## src/rtl/b64d_pkg.sv

```systemverilog
package b64d_pkg;

    // Sextet codes beyond the 64 data values
    localparam logic [6:0] SX_SPACE = 7'd64;
    localparam logic [6:0] SX_PAD   = 7'd65;
    localparam logic [6:0] SX_BAD   = 7'd66;

    localparam logic KIND_DATA   = 1'b0;
    localparam logic KIND_STATUS = 1'b1;

    localparam logic [1:0] ST_OK       = 2'd0;
    localparam logic [1:0] ST_BAD_CHAR = 2'd1;
    localparam logic [1:0] ST_NO_ROOM  = 2'd2;

    localparam int CMDQ_DEPTH = 4;
    localparam int CMDQ_AW    = 2;
    localparam int CMDQ_CW    = 3;

    // Work for the back end: up to three bytes, then an optional status
    typedef struct packed {
        logic [1:0]  nbytes;
        logic [23:0] bytes;
        logic        has_status;
        logic [1:0]  status;
        logic [31:0] count;
    } cmd_t;

    function automatic logic [6:0] map_char(input logic [7:0] c);
        logic [6:0] s;
        if (c >= 8'h41 && c <= 8'h5A) begin
            s = 7'(c - 8'h41);
        end
        else if (c >= 8'h61 && c <= 8'h7A) begin
            s = 7'(c - 8'h61 + 8'd26);
        end
        else if (c >= 8'h30 && c <= 8'h39) begin
            s = 7'(c - 8'h30 + 8'd52);
        end
        else if (c == 8'h2B) begin
            s = 7'd62;
        end
        else if (c == 8'h2F) begin
            s = 7'd63;
        end
        else if ((c >= 8'd9 && c <= 8'd13) || c == 8'd32) begin
            s = SX_SPACE;
        end
        else if (c == 8'h3D) begin
            s = SX_PAD;
        end
        else begin
            s = SX_BAD;
        end
        return s;
    endfunction

endpackage

```

## src/rtl/b64d_front.sv

```systemverilog
module b64d_front #(
    parameter int COUNT_WIDTH = 32
) (
    input  logic             clk,
    input  logic             rst_n,
    input  logic             push,
    input  logic [7:0]       char_code,
    input  logic             message_end,
    input  logic             cfg_valid,
    input  logic [31:0]      cfg_data,
    input  logic             q_full,
    output logic             q_wr,
    output b64d_pkg::cmd_t   q_data
);

    localparam logic [1:0] MODE_DECODE  = 2'd0;
    localparam logic [1:0] MODE_PAD     = 2'd1;
    localparam logic [1:0] MODE_DISCARD = 2'd2;

    localparam int LW = ((COUNT_WIDTH > 32) ? COUNT_WIDTH : 32) + 1;
    localparam logic [LW-1:0] CMAX = {{(LW-COUNT_WIDTH){1'b0}}, {COUNT_WIDTH{1'b1}}};

    logic [31:0]            cap_reg;
    logic [23:0]            acc_reg, acc_next;
    logic [1:0]             cnt_reg, cnt_next;
    logic [COUNT_WIDTH-1:0] produced_reg, produced_next;
    logic [1:0]             mode_reg, mode_next;

    logic                   accept;
    logic [6:0]             sx;
    logic [23:0]            acc_shift, acc_fin;
    logic [1:0]             cnt_fin;
    logic                   is_data, group, active, bad, room_fail;
    logic [1:0]             tail_n, addend;
    logic [LW-1:0]          sum;
    logic                   over;
    b64d_pkg::cmd_t         cmd;

    assign accept = push && !q_full;

    always_comb
    begin
        sx        = b64d_pkg::map_char(char_code);
        acc_shift = {acc_reg[17:0], sx[5:0]};
        active    = (mode_reg == MODE_DECODE) || (mode_reg == MODE_PAD);
        is_data   = (mode_reg == MODE_DECODE) && !sx[6];
        group     = is_data && (cnt_reg == 2'd3);
        acc_fin   = is_data ? acc_shift : acc_reg;
        cnt_fin   = is_data ? cnt_reg + 2'd1 : cnt_reg;
        case (cnt_fin)
            2'd3:    tail_n = 2'd2;
            2'd2:    tail_n = 2'd1;
            default: tail_n = 2'd0;
        endcase
        addend    = group ? 2'd3 : tail_n;
        sum       = {{(LW-COUNT_WIDTH){1'b0}}, produced_reg} + {{(LW-2){1'b0}}, addend};
        over      = (sum > {{(LW-32){1'b0}}, cap_reg}) || (sum > CMAX);
        bad       = (mode_reg == MODE_DECODE) && (sx == b64d_pkg::SX_BAD);
        room_fail = active && !bad && (group || message_end) && over;

        acc_next      = acc_reg;
        cnt_next      = cnt_reg;
        produced_next = produced_reg;
        mode_next     = mode_reg;
        cmd           = '0;

        if (accept) begin
            if (!active) begin
                if (message_end) begin
                    acc_next      = '0;
                    cnt_next      = '0;
                    produced_next = '0;
                    mode_next     = MODE_DECODE;
                end
            end
            else if (bad || room_fail) begin
                cmd.has_status = 1'b1;
                cmd.status     = bad ? b64d_pkg::ST_BAD_CHAR : b64d_pkg::ST_NO_ROOM;
                acc_next       = '0;
                cnt_next       = '0;
                produced_next  = '0;
                mode_next      = message_end ? MODE_DECODE : MODE_DISCARD;
            end
            else begin
                if (mode_reg == MODE_DECODE && sx == b64d_pkg::SX_PAD) begin
                    mode_next = MODE_PAD;
                end
                if (is_data) begin
                    acc_next = group ? 24'd0 : acc_shift;
                    cnt_next = cnt_fin;
                end
                if (group) begin
                    cmd.nbytes    = 2'd3;
                    cmd.bytes     = acc_shift;
                    produced_next = sum[COUNT_WIDTH-1:0];
                end
                if (message_end) begin
                    if (!group) begin
                        cmd.nbytes = tail_n;
                        case (cnt_fin)
                            2'd3:    cmd.bytes = {acc_fin[17:10], acc_fin[9:2], 8'h00};
                            2'd2:    cmd.bytes = {acc_fin[11:4], 16'h0000};
                            default: cmd.bytes = '0;
                        endcase
                    end
                    cmd.has_status = 1'b1;
                    cmd.status     = b64d_pkg::ST_OK;
                    cmd.count      = sum[31:0];
                    acc_next       = '0;
                    cnt_next       = '0;
                    produced_next  = '0;
                    mode_next      = MODE_DECODE;
                end
            end
        end
    end

    assign q_wr   = accept && ((cmd.nbytes != 2'd0) || cmd.has_status);
    assign q_data = cmd;

    always_ff @(posedge clk or negedge rst_n)
    begin
        if (!rst_n) begin
            cap_reg      <= 32'hFFFF_FFFF;
            acc_reg      <= '0;
            cnt_reg      <= '0;
            produced_reg <= '0;
            mode_reg     <= MODE_DECODE;
        end
        else begin
            if (cfg_valid) begin
                cap_reg <= cfg_data;
            end
            acc_reg      <= acc_next;
            cnt_reg      <= cnt_next;
            produced_reg <= produced_next;
            mode_reg     <= mode_next;
        end
    end

    // A finished message leaves the decoder clean for the next one
    a_end_clears: assert property (@(posedge clk) disable iff (!rst_n)
        (accept && message_end) |=> (mode_reg == MODE_DECODE && cnt_reg == 2'd0
                                     && produced_reg == '0))
        else $error("message end did not clear decoder state");

    // An item with a status is always queued
    a_status_queued: assert property (@(posedge clk) disable iff (!rst_n)
        (accept && message_end && active) |-> (q_wr && cmd.has_status))
        else $error("message end without status");

endmodule

```

## src/rtl/b64d_cmd_fifo.sv

```systemverilog
module b64d_cmd_fifo (
    input  logic           clk,
    input  logic           rst_n,
    input  logic           wr_en,
    input  b64d_pkg::cmd_t wr_data,
    output logic           full,
    input  logic           rd_en,
    output b64d_pkg::cmd_t rd_data,
    output logic           empty
);

    b64d_pkg::cmd_t                mem [b64d_pkg::CMDQ_DEPTH];
    logic [b64d_pkg::CMDQ_AW-1:0]  wr_ptr_reg, rd_ptr_reg;
    logic [b64d_pkg::CMDQ_CW-1:0]  count_reg, count_next;
    logic                          do_wr, do_rd;

    assign full    = (count_reg == b64d_pkg::CMDQ_CW'(b64d_pkg::CMDQ_DEPTH));
    assign empty   = (count_reg == '0);
    assign do_wr   = wr_en && !full;
    assign do_rd   = rd_en && !empty;
    assign rd_data = mem[rd_ptr_reg];

    always_comb
    begin
        count_next = count_reg;
        if (do_wr && !do_rd) begin
            count_next = count_reg + 1'b1;
        end
        else if (do_rd && !do_wr) begin
            count_next = count_reg - 1'b1;
        end
    end

    always_ff @(posedge clk)
    begin
        if (do_wr) begin
            mem[wr_ptr_reg] <= wr_data;
        end
    end

    always_ff @(posedge clk or negedge rst_n)
    begin
        if (!rst_n) begin
            wr_ptr_reg <= '0;
            rd_ptr_reg <= '0;
            count_reg  <= '0;
        end
        else begin
            if (do_wr) begin
                wr_ptr_reg <= wr_ptr_reg + 1'b1;
            end
            if (do_rd) begin
                rd_ptr_reg <= rd_ptr_reg + 1'b1;
            end
            count_reg <= count_next;
        end
    end

    a_no_overflow: assert property (@(posedge clk) disable iff (!rst_n)
        !(wr_en && full))
        else $error("command dropped on full queue");

endmodule

```

## src/rtl/b64d_back.sv

```systemverilog
module b64d_back (
    input  logic           clk,
    input  logic           rst_n,
    input  logic           q_empty,
    input  b64d_pkg::cmd_t q_data,
    output logic           q_pop,
    output logic           empty,
    input  logic           pop,
    output logic           item_kind,
    output logic [7:0]     decoded_byte,
    output logic [1:0]     status_code,
    output logic [31:0]    byte_count,
    output logic           last_result
);

    b64d_pkg::cmd_t cur_reg;
    logic           cur_valid_reg, cur_valid_next;
    logic [1:0]     idx_reg, idx_next;
    logic           out_valid_reg, out_valid_next;
    logic           kind_reg;
    logic [7:0]     byte_reg;
    logic [1:0]     status_reg;
    logic [31:0]    count_reg;

    logic [2:0]     total;
    logic           is_last, is_byte, out_load, cur_done;
    logic [7:0]     sel_byte;

    always_comb
    begin
        total    = {1'b0, cur_reg.nbytes} + {2'b00, cur_reg.has_status};
        is_last  = ({1'b0, idx_reg} + 3'd1) == total;
        is_byte  = idx_reg < cur_reg.nbytes;
        case (idx_reg)
            2'd0:    sel_byte = cur_reg.bytes[23:16];
            2'd1:    sel_byte = cur_reg.bytes[15:8];
            default: sel_byte = cur_reg.bytes[7:0];
        endcase
        out_load = cur_valid_reg && (!out_valid_reg || pop);
        cur_done = !cur_valid_reg || (out_load && is_last);
        q_pop    = cur_done && !q_empty;

        cur_valid_next = cur_done ? !q_empty : 1'b1;
        if (q_pop) begin
            idx_next = 2'd0;
        end
        else if (out_load) begin
            idx_next = idx_reg + 2'd1;
        end
        else begin
            idx_next = idx_reg;
        end
        out_valid_next = out_load || (out_valid_reg && !pop);
    end

    always_ff @(posedge clk)
    begin
        if (q_pop) begin
            cur_reg <= q_data;
        end
        if (out_load) begin
            kind_reg   <= is_byte ? b64d_pkg::KIND_DATA : b64d_pkg::KIND_STATUS;
            byte_reg   <= is_byte ? sel_byte : 8'h00;
            status_reg <= is_byte ? b64d_pkg::ST_OK : cur_reg.status;
            count_reg  <= is_byte ? 32'd0 : cur_reg.count;
        end
    end

    always_ff @(posedge clk or negedge rst_n)
    begin
        if (!rst_n) begin
            cur_valid_reg <= 1'b0;
            idx_reg       <= '0;
            out_valid_reg <= 1'b0;
        end
        else begin
            cur_valid_reg <= cur_valid_next;
            idx_reg       <= idx_next;
            out_valid_reg <= out_valid_next;
        end
    end

    assign empty        = !out_valid_reg;
    assign item_kind    = kind_reg;
    assign decoded_byte = byte_reg;
    assign status_code  = status_reg;
    assign byte_count   = count_reg;
    assign last_result  = (kind_reg == b64d_pkg::KIND_STATUS);

    // The result index never runs past the work held
    a_idx_in_range: assert property (@(posedge clk) disable iff (!rst_n)
        cur_valid_reg |-> ({1'b0, idx_reg} < total))
        else $error("result index past end of command");

endmodule

```

## src/rtl/base64_stream_decoder_top.sv

```systemverilog
// Streaming Base64 decoder, one encoded character per item.
// Input queue side: drive char_code and message_end with push; the item is
// taken at a clock edge where push is high and full is low. Whitespace is
// skipped, '=' ends the data of a message, and an invalid character or a
// decoded length beyond the capacity reports an error and drops input up to
// the character marked message_end.
// Result queue side: while empty is low the oldest result is on the result
// ports; pop takes it. Data bytes come first, then one status item per
// message with last_result set and, on success, the decoded length.
// Capacity: write cfg_data with cfg_valid (cfg_ready is always high), only
// while no message is in progress. Reset sets it to all ones.
// Timing: one item per cycle is accepted while the four-entry command queue
// has room; the back end delivers one result per cycle while pop is high, so
// a burst of up to four results for one item stalls input only when the queue
// fills. An item's first result goes through the command queue and the work
// register into the result register. A stalled receiver holds the current
// result and backs up into full. Reset clears decoder state, queues and result valid.
module base64_stream_decoder_top #(
    parameter int COUNT_WIDTH = 32
) (
    input  logic        clk,
    input  logic        rst_n,
    input  logic        push,
    output logic        full,
    input  logic [7:0]  char_code,
    input  logic        message_end,
    output logic        empty,
    input  logic        pop,
    output logic        item_kind,
    output logic [7:0]  decoded_byte,
    output logic [1:0]  status_code,
    output logic [31:0] byte_count,
    output logic        last_result,
    input  logic        cfg_valid,
    output logic        cfg_ready,
    input  logic [31:0] cfg_data
);

    logic           q_full, q_wr, q_empty, q_pop;
    b64d_pkg::cmd_t q_wdata, q_rdata;

    assign full      = q_full;
    assign cfg_ready = 1'b1;

    b64d_front #(
        .COUNT_WIDTH(COUNT_WIDTH)
    ) u_front (
        .clk        (clk),
        .rst_n      (rst_n),
        .push       (push),
        .char_code  (char_code),
        .message_end(message_end),
        .cfg_valid  (cfg_valid),
        .cfg_data   (cfg_data),
        .q_full     (q_full),
        .q_wr       (q_wr),
        .q_data     (q_wdata)
    );

    b64d_cmd_fifo u_cmdq (
        .clk    (clk),
        .rst_n  (rst_n),
        .wr_en  (q_wr),
        .wr_data(q_wdata),
        .full   (q_full),
        .rd_en  (q_pop),
        .rd_data(q_rdata),
        .empty  (q_empty)
    );

    b64d_back u_back (
        .clk         (clk),
        .rst_n       (rst_n),
        .q_empty     (q_empty),
        .q_data      (q_rdata),
        .q_pop       (q_pop),
        .empty       (empty),
        .pop         (pop),
        .item_kind   (item_kind),
        .decoded_byte(decoded_byte),
        .status_code (status_code),
        .byte_count  (byte_count),
        .last_result (last_result)
    );

endmodule

```

## config.mk

```make
export PLATFORM = sky130hd
export DESIGN_NAME = base64_stream_decoder_top
export DESIGN_NICKNAME = d
export VERILOG_FILES = /design/src/rtl/b64d_pkg.sv /design/src/rtl/b64d_front.sv /design/src/rtl/b64d_cmd_fifo.sv /design/src/rtl/b64d_back.sv /design/src/rtl/base64_stream_decoder_top.sv
export SDC_FILE = /design/constraint.sdc
export NUM_CORES = 1
export LEC_CHECK = 0
export ABC_AREA = 1
export BUFFER_PORTS_ARGS = -buffer_cell sky130_fd_sc_hd__buf_2
export CAP_MARGIN = 20
export CORE_ASPECT_RATIO = 0.7
export CORE_UTILIZATION = 60
export CTS_CLUSTER_SIZE = 20
export DETAILED_ROUTE_END_ITERATION = 8
export GPL_ROUTABILITY_DRIVEN = 0
export PLACE_DENSITY = 0.78
export SETUP_SLACK_MARGIN = 0.15
export SYNTH_ARGS = -nofsm -noshare
export SYNTH_HDL_FRONTEND = slang
export SYNTH_SLANG_ARGS = --single-unit
```

## constraint.sdc

```tcl
create_clock -name clk -period 15.4 [get_ports clk]
set_input_delay 2.31 -clock clk [delete_from_list [all_inputs] [get_ports clk]]
set_output_delay 2.31 -clock clk [all_outputs]
set_load 0.05 [all_outputs]
```

==> summary.md <==
| Metric | Value |
|---|---|
| Area of the mapped netlist | between 20,000 and 25,000 sq um |
| Gr usage total | 0.269 |
| P_int | ~2.5 mW |
| Fin util | 0.681 |
| Antenna violations before repair | 2 |
| Share of cells above drive strength 1 | 0.116 |
| Avg WL per Cell | ~19 um |
| Clk sink count | ~450 |
| Final period utilization | 0.668 |
| Final wirelength | 46,100 um |
| Synth Area per Inst | about 10 sq um |
| Fin crit period | slightly above 10 ns |
| Area growth, synth to finish | 10.4% |
| LEAKAGE | 8.85 nW |
| Sw frac | 0.366 |
| Data required, critical path | roughly 16 ns |
| Power Dens Cells | ~180 nW/um^2 |
| Final setup TNS | 0 ns |
| Initial Utilization | 0.617 |
| Gate power share | 0.304 |
| Total core area | roughly 33,000 sq um |
| Setup Crit Path Kind | input pin to register |
| Skew-Pair Late Insertion Delay | approximately 0.57 ns |
| Post-detail-place hpwl | 30,000 um |
| Unrepaired setup endpoints after global routing | false |
| Die H | ~160 um |
| Switching pwr | between 1 and 1.5 mW |
| CTS tree | built |
| Worst endpoint data arrival time | about 10 ns |
| Die width | 221 um |
| Post-CTS setup buffer count | 0 |
| Max-slew violation count | 0 |
| Rows | 55 |
| Sequential area share after synthesis | 0.640 |
| Status | complete, no violations |
| Total number of H-tree levels | 2 |
| Post-detailed-route via-to-cell ratio | approximately 5.8 |
| # diodes | 0 |
| Fin Clk Skew | 0.0246 ns |
| Seq pwr share | 0.448 |
| Slew headroom | 0.293 |
| Cts hold-fix bufs | 0 |
| Yosys warning count | 0 |
| Worst min path class | register to register |
| VDD IR max | 0.000106 V |
| Maxcap violations | 0 |
| ANT nets after route | 0 |
| Cell count after synthesis | 1,931 |
| Clock network fraction of total power | 0.248 |
| CP Capture Type | register |
| CP Max Fanout | 61 |
| Most used cell, CP | nand2_1 |
| Fin nets | about 2,100 |
| Root buffer cell | clkbuf_16 |
| Drt first pass iters | 6 |
| # resized after CTS | 0 |
| First-pass GRT wire length | 72,000 um |
| Asr flop ratio synth | 0.218 |
| Synth Register Bits | 445 |
| Worst Max-Slew Pin Slew | approximately 1.1 ns |
| CTS clk-pin slew, worst paths | around 0.070 ns |
| Io pins | 93 |
| Synthesized Nets | approximately 2,000 |
| Fin. Hold Viols | 0 |
| EDFF count, synth | between 300 and 400 |
| CP Launch Type | input pin |
| Largest stage delay, worst path | between 0.6 and 0.7 ns |
| Max Clk Rate | approximately 100 MHz |
| Via count of the routed design | roughly 14,000 |
| PortBufs | approximately 90 |
| # DRC | 0 |
| Primary FF master, synth | edfxtp_1 |
| Max reg flops | between 200 and 250 |
| Grt ovf | 0 |
| Total CTS buffers | 41 |
| Netlist cell types | 45 |
| Pin count of the biggest net entering global routing | 66 |
| Clock buffer depth | 3 |
| Total power | between 3 and 4 mW |
| Finish-stage setup viols | 0 |
| Max stage delay cell, worst path | buf_4 |
| Vias in the first global route | about 13,000 |
| Die area | approximately 34,000 sq um |
| Final hold slack | between 0.4 and 0.5 ns |
| Initial drt markers | about 1,700 |
## cell usage after synthesis (4+ instances only)
cell type,n,area [sq um]
o211ai_1,6,45.0
a21oi_1,31,155
edfxtp_1,348,10500
nor2_2,4,25.0
nor2_4,4,45.0
buf_2,12,60.1
inv_1,193,724
nor2_1,284,1070
dfrtp_1,65,1630
nand4_1,18,113
nand2_1,329,1230
xor2_1,35,307
dfstp_2,32,841
clkbuf_1,61,229
a31oi_1,11,68.8
ha_1,54,676
nor3_1,37,185
nand2_2,8,50.1
inv_2,5,18.8
nand3_1,92,460
nor4_1,7,43.8
buf_4,7,52.6
xnor2_1,7,61.3
o21ai_0,185,926
o22ai_1,67,419
## layout make-up
type | count | area (sq um)
tap | 427 | 534
clock buffer | 52 | 1100
clock inverter | 20 | 169
sequential | 445 | 12900
timing repair buffer | 108 | 623
multi-input combinational | 1203 | 6170
fill | 2399 | 10400
inverter | 199 | 747
## path summary, 6_finish.rpt
check,start,end,slack (ns),cells past startpoint
max in group asynchronous,rst_n,u_cmdq.rd_ptr_reg[0],12.41,2
max reg2reg,u_front.mode_reg[1],u_cmdq.mem[3][10],7.24,32
min in group asynchronous,rst_n,u_front.acc_reg[2],1.72,1
min,u_front.acc_reg[14],u_front.acc_reg[14],0.48,2
max,char_code[2],u_cmdq.mem[3][10],5.11,40
min reg2reg,u_front.acc_reg[14],u_front.acc_reg[14],0.48,2
## cells in the final DEF, fill, tap and decap left out, drive strengths merged, types with 11 or more instances in the layout
| cell type | instances |
|---|---|
| edfxtp | 348 |
| nand2 | 337 |
| nor2 | 292 |
| inv | 200 |
| o21ai | 189 |
| buf | 108 |
| nand3 | 95 |
| o22ai | 67 |
| dfrtp | 65 |
| ha | 54 |
| clkbuf | 52 |
| nor3 | 38 |
| xor2 | 35 |
| dfstp | 32 |
| a21oi | 31 |
| nand4 | 21 |
| clkinv | 17 |
| a31oi | 11 |
## metrics by stage
step           instance area, sq um  instances  worst slack, ns
2_1_floorplan                 20200       1931             5.22
6_report                      22300       2454             5.11
5_1_grt                       22300       2454             4.51
3_3_place_gp                  20900       2379             5.14
3_5_place_dp                  20900       2379             4.82
4_1_cts                       22200       2451             5.38
## per-layer routing
layer | up-vias | track usage | part of all wire
met4 | 0 | 0.0643 | 0.018
met3 | 71 | 0.0652 | 0.11
met1 | 6724 | 0.407 | 0.44
met2 | 710 | 0.393 | 0.43
met5 | - | 0 | 0
li1 | 6703 | - | -
## power by group through the flow
stage	Sequential (mW)	Clock, mW	Combinational, mW
2_1_floorplan	1.96	0	0.662
3_3_place_gp	1.77	0	1.14
3_5_place_dp	1.78	0	1.19
4_1_cts	1.76	0.988	1.19
5_1_grt	1.78	1.03	1.31
6_report	1.76	0.974	1.19
## worst max-delay path: cells and delay by family
kind	cells	cell delay, ns
buffers and inverters	11	2.22
xor gates and xnor gates	1	0.24
adders and majority gates	4	1.12
AOI/OAI and AO/OA	2	0.30
and+or+nand+nor	22	4.19
## cells by family (layout without fill, tap and decap cells)
group                      Yosys count  in the layout  share of synthesized area
xor gates and xnor gates            42             42                     0.0182
adders and majority gates           56             56                     0.0355
other                                1              1                   0.000186
muxes                                2              2                    0.00112
buffers and inverters              283            379                     0.0554
and+or+nand+nor                    794            794                      0.166
DFF                                445            445                      0.640
AOI/OAI and AO/OA                  308            308                     0.0830
No activity file was read; power rests on OpenSTA's default activity.
